### src/hdl/srec_pkg.sv
`default_nettype none

package srec_pkg;

    typedef enum logic [2:0] {
        PH_WAIT,
        PH_TYPE,
        PH_COUNT,
        PH_ADDR,
        PH_DATA,
        PH_SUM
    } phase_t;

    typedef enum logic [1:0] {
        ST_OK   = 2'd0,
        ST_TERM = 2'd1,
        ST_ERR  = 2'd2,
        ST_RESV = 2'd3
    } status_t;

    localparam logic KIND_DATA = 1'b0;
    localparam logic KIND_END  = 1'b1;

    localparam logic [7:0] CHAR_S     = 8'h53;
    localparam logic [7:0] CHAR_0     = 8'h30;
    localparam logic [7:0] CHAR_9     = 8'h39;
    localparam logic [7:0] CHAR_A     = 8'h41;
    localparam logic [7:0] CHAR_F     = 8'h46;
    localparam logic [3:0] TYPE_RESV  = 4'd4;
    localparam logic [3:0] TYPE_TERM  = 4'd7;

    typedef struct packed {
        logic       kind;
        logic [7:0] data_byte;
        logic [31:0] byte_address;
        logic [3:0] record_type;
        status_t    status;
    } result_t;

    // Bit 4 set marks a character that is not an upper-case hex digit.
    function automatic logic [4:0] hex_value(input logic [7:0] c);
        logic [3:0] d;
        begin
            d = 4'd0;
            if (c >= CHAR_0 && c <= CHAR_9)
            begin
                d = 4'(c - CHAR_0);
                hex_value = {1'b0, d};
            end
            else if (c >= CHAR_A && c <= CHAR_F)
            begin
                d = 4'(c - CHAR_A + 8'd10);
                hex_value = {1'b0, d};
            end
            else
            begin
                hex_value = 5'h10;
            end
        end
    endfunction

    function automatic logic [2:0] addr_size(input logic [3:0] t);
        begin
            case (t)
                4'd2, 4'd6, 4'd8: addr_size = 3'd3;
                4'd3, 4'd7:       addr_size = 3'd4;
                default:          addr_size = 3'd2;
            endcase
        end
    endfunction

endpackage

`default_nettype wire

### src/hdl/srecord_line_parser.sv
`default_nettype none

// Channel   Direction  Handshake          Payload
// s_        in         s_tvalid/s_tready  s_tdata[7:0] = character
// m_        out        m_tvalid/m_tready  m_tdata = data_byte, byte_address,
//                                         record_type, status; m_tuser = kind
//
// One character is taken in every cycle while s_tready is high; its result,
// if any, goes to the output register, or to the second result register
// while the output is stalled. The decode is a single state update from the
// accepted character to the parser registers and a result register. The
// second one absorbs one result; s_tready falls only while it is full.
// rst_n clears the parser to the wait-for-'S' state and empties both registers.

module srecord_line_parser (
    input  wire logic        clk,
    input  wire logic        rst_n,
    input  wire logic        s_tvalid,
    output logic             s_tready,
    input  wire logic [7:0]  s_tdata,   // [7:0] character
    output logic             m_tvalid,
    input  wire logic        m_tready,
    output logic [47:0]      m_tdata,   // [7:0] data_byte, [39:8] byte_address,
                                        // [43:40] record_type, [45:44] status
    output logic [0:0]       m_tuser    // [0] kind
);

    srec_pkg::phase_t  phase_reg, phase_next;
    logic [3:0]        rec_type_reg, rec_type_next;
    logic [7:0]        bytes_left_reg, bytes_left_next;
    logic [2:0]        addr_left_reg, addr_left_next;
    logic [31:0]       address_reg, address_next;
    logic [7:0]        offset_reg, offset_next;
    logic [7:0]        sum_reg, sum_next;
    logic [3:0]        high_nib_reg, high_nib_next;
    logic              pending_reg, pending_next;

    srec_pkg::result_t out_reg, skid_reg, res;
    logic              out_valid_reg, skid_valid_reg;
    logic              res_valid;

    logic              accept, pop;
    logic [4:0]        hv;
    logic [7:0]        b;
    logic [2:0]        asize;
    logic [7:0]        need;
    logic [3:0]        type_digit;

    assign accept = s_tvalid && s_tready;
    assign pop    = out_valid_reg && m_tready;
    assign s_tready = !skid_valid_reg;

    assign hv         = srec_pkg::hex_value(s_tdata);
    assign b          = {high_nib_reg, hv[3:0]};
    assign asize      = srec_pkg::addr_size(rec_type_reg);
    assign need       = {5'd0, asize} + 8'd1;
    assign type_digit = s_tdata[3:0];

    always_comb
    begin
        phase_next     = phase_reg;
        rec_type_next  = rec_type_reg;
        bytes_left_next = bytes_left_reg;
        addr_left_next = addr_left_reg;
        address_next   = address_reg;
        offset_next    = offset_reg;
        sum_next       = sum_reg;
        high_nib_next  = high_nib_reg;
        pending_next   = pending_reg;

        res_valid        = 1'b0;
        res.kind         = srec_pkg::KIND_END;
        res.data_byte    = 8'd0;
        res.byte_address = address_reg;
        res.record_type  = rec_type_reg;
        res.status       = srec_pkg::ST_ERR;

        if (phase_reg == srec_pkg::PH_WAIT)
        begin
            if (s_tdata == srec_pkg::CHAR_S)
            begin
                phase_next      = srec_pkg::PH_TYPE;
                rec_type_next   = 4'd0;
                bytes_left_next = 8'd0;
                addr_left_next  = 3'd0;
                address_next    = 32'd0;
                offset_next     = 8'd0;
                sum_next        = 8'd0;
                high_nib_next   = 4'd0;
                pending_next    = 1'b0;
            end
        end
        else if (s_tdata == srec_pkg::CHAR_S)
        begin
            // A new record starts inside the current one: report the broken one.
            res_valid       = 1'b1;
            phase_next      = srec_pkg::PH_TYPE;
            rec_type_next   = 4'd0;
            bytes_left_next = 8'd0;
            addr_left_next  = 3'd0;
            address_next    = 32'd0;
            offset_next     = 8'd0;
            sum_next        = 8'd0;
            high_nib_next   = 4'd0;
            pending_next    = 1'b0;
        end
        else if (phase_reg == srec_pkg::PH_TYPE)
        begin
            if (s_tdata >= srec_pkg::CHAR_0 && s_tdata <= srec_pkg::CHAR_9)
            begin
                rec_type_next = type_digit;
                if (type_digit == srec_pkg::TYPE_RESV)
                begin
                    phase_next      = srec_pkg::PH_WAIT;
                    res_valid       = 1'b1;
                    res.record_type = type_digit;
                    res.status      = srec_pkg::ST_RESV;
                end
                else
                begin
                    phase_next = srec_pkg::PH_COUNT;
                end
            end
            else
            begin
                phase_next = srec_pkg::PH_WAIT;
                res_valid  = 1'b1;
            end
        end
        else if (hv[4])
        begin
            phase_next = srec_pkg::PH_WAIT;
            res_valid  = 1'b1;
        end
        else if (!pending_reg)
        begin
            high_nib_next = hv[3:0];
            pending_next  = 1'b1;
        end
        else
        begin
            pending_next = 1'b0;
            case (phase_reg)
                srec_pkg::PH_COUNT:
                begin
                    sum_next = b;
                    if (b < need)
                    begin
                        phase_next = srec_pkg::PH_WAIT;
                        res_valid  = 1'b1;
                    end
                    else
                    begin
                        bytes_left_next = b - need;
                        addr_left_next  = asize;
                        phase_next      = srec_pkg::PH_ADDR;
                    end
                end
                srec_pkg::PH_ADDR:
                begin
                    address_next   = {address_reg[23:0], b};
                    sum_next       = sum_reg + b;
                    addr_left_next = addr_left_reg - 3'd1;
                    if (addr_left_next == 3'd0)
                    begin
                        phase_next = (bytes_left_reg != 8'd0) ? srec_pkg::PH_DATA
                                                              : srec_pkg::PH_SUM;
                    end
                end
                srec_pkg::PH_DATA:
                begin
                    sum_next         = sum_reg + b;
                    res_valid        = 1'b1;
                    res.kind         = srec_pkg::KIND_DATA;
                    res.data_byte    = b;
                    res.byte_address = address_reg + {24'd0, offset_reg};
                    res.status       = srec_pkg::ST_OK;
                    offset_next      = offset_reg + 8'd1;
                    bytes_left_next  = bytes_left_reg - 8'd1;
                    if (bytes_left_next == 8'd0)
                    begin
                        phase_next = srec_pkg::PH_SUM;
                    end
                end
                srec_pkg::PH_SUM:
                begin
                    phase_next = srec_pkg::PH_WAIT;
                    res_valid  = 1'b1;
                    if (~sum_reg != b)
                    begin
                        res.status = srec_pkg::ST_ERR;
                    end
                    else if (rec_type_reg >= srec_pkg::TYPE_TERM)
                    begin
                        res.status = srec_pkg::ST_TERM;
                    end
                    else
                    begin
                        res.status = srec_pkg::ST_OK;
                    end
                end
                default:
                begin
                    phase_next = srec_pkg::PH_WAIT;
                end
            endcase
        end
    end

    always_ff @(posedge clk or negedge rst_n)
    begin
        if (!rst_n)
        begin
            phase_reg      <= srec_pkg::PH_WAIT;
            rec_type_reg   <= 4'd0;
            bytes_left_reg <= 8'd0;
            addr_left_reg  <= 3'd0;
            address_reg    <= 32'd0;
            offset_reg     <= 8'd0;
            sum_reg        <= 8'd0;
            high_nib_reg   <= 4'd0;
            pending_reg    <= 1'b0;
        end
        else if (accept)
        begin
            phase_reg      <= phase_next;
            rec_type_reg   <= rec_type_next;
            bytes_left_reg <= bytes_left_next;
            addr_left_reg  <= addr_left_next;
            address_reg    <= address_next;
            offset_reg     <= offset_next;
            sum_reg        <= sum_next;
            high_nib_reg   <= high_nib_next;
            pending_reg    <= pending_next;
        end
    end

    always_ff @(posedge clk or negedge rst_n)
    begin
        if (!rst_n)
        begin
            out_valid_reg  <= 1'b0;
            skid_valid_reg <= 1'b0;
        end
        else if (skid_valid_reg)
        begin
            if (pop)
            begin
                skid_valid_reg <= 1'b0;
            end
        end
        else if (accept && res_valid)
        begin
            if (out_valid_reg && !pop)
            begin
                skid_valid_reg <= 1'b1;
            end
            else
            begin
                out_valid_reg <= 1'b1;
            end
        end
        else if (pop)
        begin
            out_valid_reg <= 1'b0;
        end
    end

    // Result payload; the valid flags above decide which copy is live.
    always_ff @(posedge clk)
    begin
        if (skid_valid_reg)
        begin
            if (pop)
            begin
                out_reg <= skid_reg;
            end
        end
        else if (accept && res_valid)
        begin
            if (out_valid_reg && !pop)
            begin
                skid_reg <= res;
            end
            else
            begin
                out_reg <= res;
            end
        end
    end

    assign m_tvalid = out_valid_reg;
    assign m_tdata  = {2'b00, out_reg.status, out_reg.record_type,
                       out_reg.byte_address, out_reg.data_byte};
    assign m_tuser  = out_reg.kind;

endmodule

`default_nettype wire

### config.mk
export PLATFORM = sky130hd
export DESIGN_NAME = srecord_line_parser
export DESIGN_NICKNAME = d
export VERILOG_FILES = /design/src/hdl/srec_pkg.sv /design/src/hdl/srecord_line_parser.sv
export SDC_FILE = /design/constraint.sdc
export NUM_CORES = 1
export LEC_CHECK = 0
export ABC_AREA = 1
export BUFFER_PORTS_ARGS = -buffer_cell sky130_fd_sc_hd__buf_2
export CORE_MARGIN = 3
export CORE_UTILIZATION = 40
export CTS_CLUSTER_SIZE = 8
export DETAILED_ROUTE_END_ITERATION = 12
export PLACE_DENSITY_LB_ADDON = 0.12
export SYNTH_ARGS = -nofsm -noshare
export SYNTH_HDL_FRONTEND = slang
export SYNTH_SLANG_ARGS = --single-unit
### constraint.sdc
create_clock -name clk -period 14.5 [get_ports clk]
set_input_delay 2.175 -clock clk [delete_from_list [all_inputs] [get_ports clk]]
set_output_delay 2.175 -clock clk [all_outputs]
set_load 0.02 [all_outputs]
==> flow_metrics.env, run 1 <==
export IMPL_status="finished clean"
export IMPL_post_cts_buffers=0
export IMPL_comb_power_share_pct=28.7
export IMPL_leakage_nw=4.89
export IMPL_drc=0
export IMPL_hold_slack_ns=0.490
export IMPL_multi_input_area_um2=4240
export IMPL_p_seq_share_pct=41.6
export IMPL_die_x_um=161
export IMPL_synth_edff_count=94
export IMPL_finalHoldViolations=0
export IMPL_clock_skew_ns=0.0167
export IMPL_finalSetupViolations=0
export IMPL_synthCells=1172
export IMPL_critPathKind="in2reg"
export IMPL_place_gp_congestion=0.912
export IMPL_cp_endpoint="m_tdata[31]$_DFFE_PP_"
export IMPL_areaGrowthSynthToFinish_pct=12.4
export IMPL_clock_sinks=167
export IMPL_crit_path_start_kind="input pin"
export IMPL_grt_usage_pct=19.9
export IMPL_ir_drop_uv=102
export IMPL_syn_area_um2=9550
export IMPL_drive_gt1_share_pct=12.0
export IMPL_dieHeight_um=161
export IMPL_slew_viol_final=0
export IMPL_htreeDepth=4
export IMPL_dr_first_iter_drc_count=496
export IMPL_fillers=2283
export IMPL_insertion_delay_ns=0.44
export IMPL_p_int_w=0.000948
export IMPL_clk_pin_slew_worst_paths_ns=0.07
export IMPL_cp_startpoint="s_tdata[0]"
export IMPL_vias=7897
export IMPL_post_cts_resized=0
export IMPL_root_buffer="clkbuf_16"
export IMPL_initial_core_util_pct=41.4
export IMPL_ys_warn_count=0
export IMPL_ant_nets=0
export IMPL_relSlewSlack_pct=30.9
export IMPL_drt_wl_total_mm=25.1
export IMPL_clock_power_share_pct=29.7
export IMPL_seq_area_frac_synth_pct=48.7
export IMPL_cp_max_fo=47
export IMPL_fin_setup_tns_ns=0
export IMPL_layout_area_seq_um2=4650
export IMPL_num_rows=55
export IMPL_r2r_cells=19
export IMPL_dp_final_hpwl_mm=18.3
export IMPL_min_path_type="reg2reg"
export IMPL_grt_max_degree=74
export IMPL_port_buffer_count=60
export IMPL_async_reset_ff_share_pct=43.7
export IMPL_r2r_end="m_tdata[31]$_DFFE_PP_"
export IMPL_cp_data_arrival_time_ns=5.48
export IMPL_p_sw_w=0.000585
export IMPL_tightest_slew_ns=1.04
export IMPL_dieArea_um2=25800
export IMPL_max_cap_violations=0
export IMPL_worstPathRequired_ns=14.57
export IMPL_synth_seq_cells=167
export IMPL_crit_path_end_kind="flip-flop"
export IMPL_drt_first_pass_iters=5
export IMPL_synth_avg_cell_area_um2=8.15
export IMPL_whs_path_depth=2
export IMPL_post_route_min_period_ns=5.41
export IMPL_cts_tree="yes"
export IMPL_grt_pass1_vias=7365
export IMPL_antenna_cells=0
export IMPL_fmax_mhz=185
export IMPL_cts_hold_buf=0
export IMPL_io_pins=63
export IMPL_wire_per_inst_um=16.2
export IMPL_antenna_found_initial=0
export IMPL_rsz0062_at_grt="false"
export IMPL_via_per_inst=5.08
export IMPL_grt_first_pass_wirelength_mm=40.5
export IMPL_power_total_w=0.00153
export IMPL_swShare_pct=38.2
export IMPL_fin_nets=1273
export IMPL_grt_remaining_overflow=0
export IMPL_core_area_um2=23100
export IMPL_largest_reg_flops=47
export IMPL_ff2ff_setup_slack_ns=10.63
export IMPL_dominantRegCellSynth="edfxtp_1"
export IMPL_pwr_density_cell_nw_per_um2=143
export IMPL_timing_final_crit_share_pct=37.3
export IMPL_clock_path_buffers=2
export IMPL_cts_inserted_buffers=17
export IMPL_timing_rr_start="rec_type_reg[3]$_DFFE_PN0P_"
export IMPL_ys_types=44
-- synth_stat cells, types with 13 or more instances --
| library cell | count | area (um2) |
|---|---|---|
| nand4_1 | 28 | 175 |
| edfxtp_1 | 94 | 2820 |
| nand2_1 | 374 | 1400 |
| a21oi_1 | 30 | 150 |
| ha_1 | 31 | 388 |
| o21ai_1 | 35 | 175 |
| nor2_1 | 62 | 233 |
| inv_1 | 125 | 469 |
| o21ai_0 | 70 | 350 |
| dfrtp_1 | 73 | 1830 |
| xor2_1 | 13 | 114 |
| nand3_1 | 91 | 455 |
| nor3_1 | 18 | 90.1 |
-- per-stage QoR --
stage / area, um2 / std cells / setup WS [ns] / utilization [%]
2_1_floorplan: 9560 / 1173 / 7.57 / -
3_3_place_gp: 10100 / 1521 / 8.78 / 44.0
3_5_place_dp: 10100 / 1521 / 8.66 / 44.0
4_1_cts: 10700 / 1553 / 9.10 / 46.6
5_1_grt: 10700 / 1553 / 8.71 / 46.6
6_report: 10700 / 1553 / 9.09 / 46.6
-- worst min path at each step --
stage	start	to
global placement	sum_reg[4]$_DFFE_PN0P_	sum_reg[4]$_DFFE_PN0P_
finish	sum_reg[4]$_DFFE_PN0P_	sum_reg[4]$_DFFE_PN0P_
detailed placement	sum_reg[2]$_DFFE_PN0P_	sum_reg[2]$_DFFE_PN0P_
floorplan	sum_reg[4]$_DFFE_PN0P_	sum_reg[4]$_DFFE_PN0P_
CTS	sum_reg[4]$_DFFE_PN0P_	sum_reg[4]$_DFFE_PN0P_
global route	sum_reg[4]$_DFFE_PN0P_	sum_reg[4]$_DFFE_PN0P_
-- power by group through the flow --
| stage | combinational, W | sequential [W] | clock, W |
|---|---|---|---|
| 2_1_floorplan | 0.000263 | 0.000687 | 0 |
| 3_5_place_dp | 0.000444 | 0.000647 | 0 |
| 6_report | 0.000440 | 0.000637 | 0.000456 |
| 3_3_place_gp | 0.000445 | 0.000646 | 0 |
| 4_1_cts | 0.000447 | 0.000637 | 0.000466 |
| 5_1_grt | 0.000497 | 0.000645 | 0.000483 |
-- worst max-delay path, stage by stage --
cell	delay [ns]
buf_2	0.15
inv_1	0.07
ha_1	0.22
o21ai_0	0.14
nand2_1	0.08
nand2_2	0.15
nand2_1	0.09
xor2_1	0.20
nand2_1	0.11
inv_1	0.13
ha_1	0.29
nand2_1	0.09
nand2_1	0.05
nor2_1	0.22
nand3_1	0.15
nand2_1	0.09
nand2_1	0.05
nand2_1	0.06
nand2_1	0.04
nand2_1	0.05
nand2_1	0.17
a21oi_4	0.16
buf_4	0.50
-- layout by cell type, fill, tap and decap left out, types with 3 or more instances in the layout --
master and count:
xnor2_1 6, inv_6 3, nand4_1 28, nand3b_1 4
clkbuf_16 17, nand2_1 374, a31oi_1 9, xor2_1 13
a21oi_1 29, o21ai_1 35, mux2_2 3, clkinv_4 3
nor2_2 4, o21ai_0 70, nor2_1 61, or2_2 7
nand2_4 4, buf_2 59, nor2_4 6, o21ai_2 3
and2_1 8, fa_1 3, nor3_1 18, clkinv_8 3
nand2_2 9, dfrtp_1 73, inv_1 125, buf_4 6
edfxtp_1 94, inv_2 12, nand3_1 91, ha_1 31
inv_8 5
-- final cells by class --
cell class / instances / share of cell area, %
flip-flops and latches: 167 / 43.3
multi-input cells: 837 / 39.5
clock buffers: 18 / 4.00
clock inverters: 14 / 1.47
inverters: 139 / 4.91
well taps: 313 / 3.65
repair buffers: 65 / 3.17
-- cells by family after synthesis --
| kind of cell | Yosys count | share of synthesized area, % |
|---|---|---|
| xor gates and xnor gates | 19 | 1.74 |
| muxes | 3 | 0.354 |
| other | 1 | 0.0393 |
| and+or+nand+nor | 620 | 28.5 |
| buffers and inverters | 169 | 7.18 |
| AOI/OAI and AO/OA | 159 | 8.86 |
| adders and majority gates | 34 | 4.69 |
| DFF | 167 | 48.7 |
-- routing by layer --
metal,part of all wire (%),track usage [%],vias up
li1,-,-,4001
met5,0,0,-
met4,1.7,5.80,0
met3,4.2,2.58,30
met1,50,29.5,3681
met2,44,30.7,185
Note: power is estimated with default switching activity, not from simulation.
==> inputs of run 2 (changes only) <==
Clock period 14.5 ns to 5.5 ns, I/O delays scaled along.
==> flow_metrics.env, run 2 (same netlist as run 1, synthesis figures left out) <==
export IMPL_status="finished clean"
export IMPL_initial_core_util_pct=41.4
export IMPL_most_common_layout_cells="nand2_1 (374), inv_1 (125), edfxtp_1 (94)"
export IMPL_leakage_nw=4.91
export IMPL_crit_buf_inv=4
export IMPL_dr_first_iter_drc_count=532
export IMPL_dieArea_um2=25800
export IMPL_crit_path_end_kind="flip-flop"
export IMPL_r2r_end="skid_reg[37]$_DFFE_PP_"
export IMPL_die_x_um=161
export IMPL_critPathKind="in2reg"
export IMPL_dieHeight_um=161
export IMPL_place_gp_congestion=0.939
export IMPL_final_util_pct=46.7
export IMPL_min_path_type="in2async"
export IMPL_dp_final_hpwl_mm=18.7
export IMPL_core_area_um2=23100
export IMPL_power_total_w=0.00406
export IMPL_finalSetupViolations=0
export IMPL_fin_nets=1275
export IMPL_drc=0
export IMPL_timing_rr_start="rec_type_reg[3]$_DFFE_PN0P_"
export IMPL_crit_path_start_kind="input pin"
export IMPL_grt_usage_pct=20.2
export IMPL_clk_pin_slew_worst_paths_ns=0.08
export IMPL_grt_first_pass_wirelength_mm=41.2
export IMPL_grt_pass1_vias=7487
export IMPL_ff2ff_setup_slack_ns=1.62
export IMPL_clock_sinks=167
export IMPL_tightest_slew_ns=1.03
export IMPL_path_depth=23
export IMPL_post_cts_buffers=0
export IMPL_post_place_ws_ns=0.969
export IMPL_slew_viol_final=0
export IMPL_port_buffer_count=60
export IMPL_grt_max_degree=56
export IMPL_final_common_cell="nand2_1"
export IMPL_grt_remaining_overflow=0
export IMPL_antenna_cells=0
export IMPL_wire_per_inst_um=16.4
export IMPL_max_stage_delay_ns=0.52
export IMPL_fillers=2222
export IMPL_cts_hold_buf=0
export IMPL_cp_max_fo=47
export IMPL_cts_tree="yes"
export IMPL_htreeDepth=4
export IMPL_drive_gt1_share_pct=12.2
export IMPL_clock_path_buffers=2
export IMPL_via_per_inst=5.09
export IMPL_path_cells="buf_2, inv_1, ha_1, o21ai_0, nand2_1, nand2_2, nand2_1, xor2_1, nand2_1, inv_1, ha_1, nand2_1, nand2_1, nor2_1, nand3_1, nand2_1, nand2_1, nand2_1, nand2_1, nand2_1, nand2_1, nor2_4, buf_4"
export IMPL_setup_ws_ns=1.38
export IMPL_ir_drop_uv=171
export IMPL_clock_skew_ns=0.0154
export IMPL_worstPathRequired_ns=5.56
export IMPL_cp_data_arrival_time_ns=4.18
export IMPL_fmax_mhz=242
export IMPL_drt_first_pass_iters=6
export IMPL_r2r_cells=19
export IMPL_vias=7919
export IMPL_rsz0062_at_grt="false"
export IMPL_drt_wl_total_mm=25.4
export IMPL_antenna_found_initial=0
export IMPL_cpLargestDelayFamily="simple AND/OR/NAND/NOR gates"
export IMPL_io_pins=63
export IMPL_ant_nets=0
export IMPL_post_route_min_period_ns=4.12
export IMPL_finalHoldViolations=0
export IMPL_timing_final_crit_share_pct=75.0
export IMPL_relSlewSlack_pct=31.0
export IMPL_num_rows=55
export IMPL_path_common_cell="nand2_1"
export IMPL_largest_reg_flops=47
export IMPL_root_buffer="clkbuf_16"
export IMPL_pwr_density_cell_nw_per_um2=377
export IMPL_fin_setup_tns_ns=0
export IMPL_insertion_delay_ns=0.43
export IMPL_slowest_stage="buf_4"
export IMPL_max_cap_violations=0
export IMPL_post_cts_resized=0
export IMPL_areaGrowthSynthToFinish_pct=12.7
export IMPL_cts_inserted_buffers=17
## run 2: cell count changes in the layout (fill, tap and decap cells not counted)
cell | previous run | this run
inv_6 | 3 | 2
buf_12 | 0 | 1
buf_4 | 6 | 7
clkinv_4 | 3 | 4
## run 2: through the flow
| step | cells | hold slack (ns) | area [um2] |
|---|---|---|---|
| 2_1_floorplan | 1173 | 0.448 | 9560 |
| 3_3_place_gp | 1523 | 0.468 | 10200 |
| 3_5_place_dp | 1523 | 0.472 | 10200 |
| 4_1_cts | 1555 | 0.260 | 10800 |
| 5_1_grt | 1555 | 0.267 | 10800 |
| 6_report | 1555 | 0.257 | 10800 |
## run 2: how the worst max path moves through the flow
stage	start	endpoint	slack [ns]
2_1_floorplan	s_tdata[0]	skid_reg[0]$_DFFE_PP_	0.24
3_3_place_gp	s_tdata[0]	skid_reg[26]$_DFFE_PP_	1.08
3_5_place_dp	s_tdata[0]	skid_reg[26]$_DFFE_PP_	0.97
4_1_cts	s_tdata[0]	skid_reg[29]$_DFFE_PP_	1.42
5_1_grt	s_tdata[0]	skid_reg[37]$_DFFE_PP_	1.04
6_report	s_tdata[0]	skid_reg[37]$_DFFE_PP_	1.38
## run 2: power by group
group	leakage [nW]	internal, W	switching (W)
Clock	0.287	0.000611	0.000581
Sequential	1.68	0.00157	0.000111
Combinational	2.94	0.000322	0.000859
## run 2: worst reg2reg max path, cell delays in order, from the launching register on
cell and delay [ns]:
dfrtp_1 0.42, inv_1 0.08, nor2_1 0.05, o21ai_0 0.60, inv_1 0.10, ha_1 0.30, inv_1 0.04, ha_1 0.32
nand2_1 0.08, nor2_1 0.04, nor2_1 0.21, nand3_1 0.16, nand2_1 0.09, nand2_1 0.05, nand2_1 0.06, nand2_1 0.04
nand2_1 0.05, nand2_1 0.16, nor2_4 0.11, buf_4 0.52
## run 2: final cells by class
| type | instances | area (um2) | area share (%) |
|---|---|---|---|
| clock buffer | 18 | 429 | 3.99 |
| clock inverter | 14 | 158 | 1.46 |
| inverter | 139 | 527 | 4.89 |
| multi-input combinational | 837 | 4240 | 39.4 |
| sequential | 167 | 4650 | 43.2 |
| tap | 313 | 392 | 3.64 |
| timing repair buffer | 67 | 368 | 3.42 |
## run 2: routing by layer
metal  track usage, %  up-vias  routed length (um)
met4             6.27        0                 592
met2             30.3      217               10800
met5                0        -                   0
met3             2.53       36                1100
li1                 -     3993                   -
met1             30.6     3673               12900
==> inputs of run 3 (changes only) <==
Clock period 5.5 ns to 3.3 ns, I/O delays scaled along.
==> flow_metrics.env, run 3 (same netlist as run 1, synthesis figures left out) <==
export IMPL_vias=8199
export IMPL_cts_hold_buf=0
export IMPL_timing_final_crit_share_pct=93.4
export IMPL_die_x_um=161
export IMPL_status="finished clean"
export IMPL_critPathKind="reg2reg"
export IMPL_wire_per_inst_um=16.3
export IMPL_fin_setup_tns_ns=0
export IMPL_grt_remaining_overflow=0
export IMPL_root_buffer="clkbuf_16"
export IMPL_place_inst=1561
export IMPL_areaGrowthSynthToFinish_pct=18.0
export IMPL_grt_pass1_vias=7819
export IMPL_fillers=2193
export IMPL_cpLargestDelayFamily="simple AND/OR/NAND/NOR gates"
export IMPL_r2r_end="m_tdata[16]$_DFFE_PP_"
export IMPL_place_gp_congestion=0.936
export IMPL_pwr_density_cell_nw_per_um2=627
export IMPL_drc=0
export IMPL_ant_nets=0
export IMPL_dieHeight_um=161
export IMPL_final_common_cell="nand2_1"
export IMPL_max_stage_delay_ns=0.43
export IMPL_clock_sinks=167
export IMPL_antenna_cells=0
export IMPL_antenna_found_initial=1
export IMPL_cts_tree="yes"
export IMPL_relSlewSlack_pct=49.9
export IMPL_clk_pin_slew_worst_paths_ns=0.08
export IMPL_ir_drop_uv=338
export IMPL_leakage_nw=5.15
export IMPL_cts_inserted_buffers=17
export IMPL_grt_max_degree=53
export IMPL_grt_first_pass_wirelength_mm=41.9
export IMPL_timing_rr_start="rec_type_reg[3]$_DFFE_PN0P_"
export IMPL_largest_reg_flops=47
export IMPL_dp_final_hpwl_mm=19.1
export IMPL_grt_usage_pct=20.3
export IMPL_num_rows=55
export IMPL_slowest_stage="dfrtp_1"
export IMPL_drt_first_pass_iters=5
export IMPL_final_cell_count_no_fill=1600
export IMPL_cp_max_fo=9
export IMPL_min_path_type="in2async"
export IMPL_finalHoldViolations=0
export IMPL_finalSetupViolations=0
export IMPL_crit_buf_inv=6
export IMPL_htreeDepth=4
export IMPL_drt_wl_total_mm=26.1
export IMPL_cp_data_arrival_time_ns=3.23
export IMPL_dr_first_iter_drc_count=576
export IMPL_crit_path_end_kind="flip-flop"
export IMPL_fmax_mhz=324
export IMPL_clock_skew_ns=0.0180
export IMPL_r2r_cells=21
export IMPL_core_area_um2=23100
export IMPL_drive_gt1_share_pct=16.2
export IMPL_clock_path_buffers=2
export IMPL_fin_nets=1320
export IMPL_crit_path_start_kind="flip-flop"
export IMPL_io_pins=63
export IMPL_initial_core_util_pct=41.4
export IMPL_max_cap_violations=0
export IMPL_tightest_slew_ns=0.751
export IMPL_most_common_layout_cells="nand2_1 (373), inv_1 (121), edfxtp_1 (94)"
export IMPL_port_buffer_count=60
export IMPL_path_common_cell="nand2_1"
export IMPL_ff2ff_setup_slack_ns=0.22
export IMPL_slew_viol_final=0
export IMPL_path_cells="inv_1, nor2_1, o21ai_1, buf_4, inv_1, ha_1, inv_1, ha_4, nand2_1, nor2_1, nor2_2, nand3_1, nand2_1, nand2_1, nand2_1, nand2_1, nand2_1, nand2_4, a21oi_4, buf_6, clkbuf_16"
export IMPL_via_per_inst=5.12
export IMPL_post_route_min_period_ns=3.08
export IMPL_insertion_delay_ns=0.44
export IMPL_dieArea_um2=25800
export IMPL_worstPathRequired_ns=3.45
[run 3: cell count changes in the layout (fill, tap and decap cells not counted), moves of 3 or more]
cell,delta
buf_12,+3
inv_1,-4
buf_4,+38
inv_6,+4
ha_1,-4
ha_4,+4
[run 3: cell type report]
type / instances / area (um2) / area share (%)
Sequential cell: 167 / 4650 / 41.3
Multi-Input combinational cell: 837 / 4310 / 38.2
Timing Repair Buffer: 112 / 790 / 7.00
Inverter: 139 / 544 / 4.83
Clock buffer: 18 / 439 / 3.90
Tap cell: 313 / 392 / 3.47
Clock inverter: 14 / 151 / 1.34
[run 3: metrics by stage]
step	hold WS [ns]	util [%]	power [W]	setup WS (ns)	instance area [um2]
floorplan	0.199	-	0.00418	-0.249	9650
global placement	0.474	45.8	0.00494	-0.0700	10600
detailed placement	0.480	45.8	0.00494	-0.114	10600
CTS	0.144	48.4	0.00695	0.142	11100
global route	0.163	48.9	0.00746	-0.0263	11300
finish	0.119	48.9	0.00706	0.217	11300
[run 3: per-layer routing]
metal / wire length (um) / GRT usage [%] / share of wire [%] / vias to the layer above
met5: 13 / 0 / 0.050 / -
met4: 512 / 5.48 / 2.0 / 2
met3: 1280 / 3.35 / 4.9 / 38
met2: 11800 / 31.9 / 45 / 217
met1: 12400 / 29.2 / 48 / 3857
li1: - / - / - / 4085
[run 3: worst max path at each step]
stage,start,to,slack [ns],cells past startpoint
after global routing,rec_type_reg[3]$_DFFE_PN0P_,m_tdata[45]$_DFFE_PP_,-0.03,21
after CTS,rec_type_reg[3]$_DFFE_PN0P_,m_tdata[45]$_DFFE_PP_,0.14,20
final,rec_type_reg[3]$_DFFE_PN0P_,m_tdata[16]$_DFFE_PP_,0.22,21
after floorplan,s_tdata[1],m_tdata[0]$_DFFE_PP_,-0.25,21
after detailed placement,s_tdata[1],m_tdata[31]$_DFFE_PP_,-0.11,23
after global placement,s_tdata[1],m_tdata[36]$_DFFE_PP_,-0.07,23
[run 3: worst reg2reg max path, cell delays in order (launching register included)]
cell and delay [ns]:
dfrtp_1 0.43, inv_1 0.09, nor2_1 0.05, o21ai_1 0.16, buf_4 0.15, inv_1 0.04, ha_1 0.28, inv_1 0.11
ha_4 0.21, nand2_1 0.06, nor2_1 0.05, nor2_2 0.12, nand3_1 0.10, nand2_1 0.09, nand2_1 0.05, nand2_1 0.07
nand2_1 0.05, nand2_1 0.10, nand2_4 0.10, a21oi_4 0.15, buf_6 0.16, clkbuf_16 0.17
[run 3: timing repair]
action                     in CTS  in global routing
resized for setup               0                  8
setup endpoints to repair       0                 94
setup buffers                   0                  4
[run 3: power by group]
part | internal [W] | switching (W)
logic | 0.000728 | 0.00151
registers | 0.00262 | 0.000181
clock network | 0.00103 | 0.000988
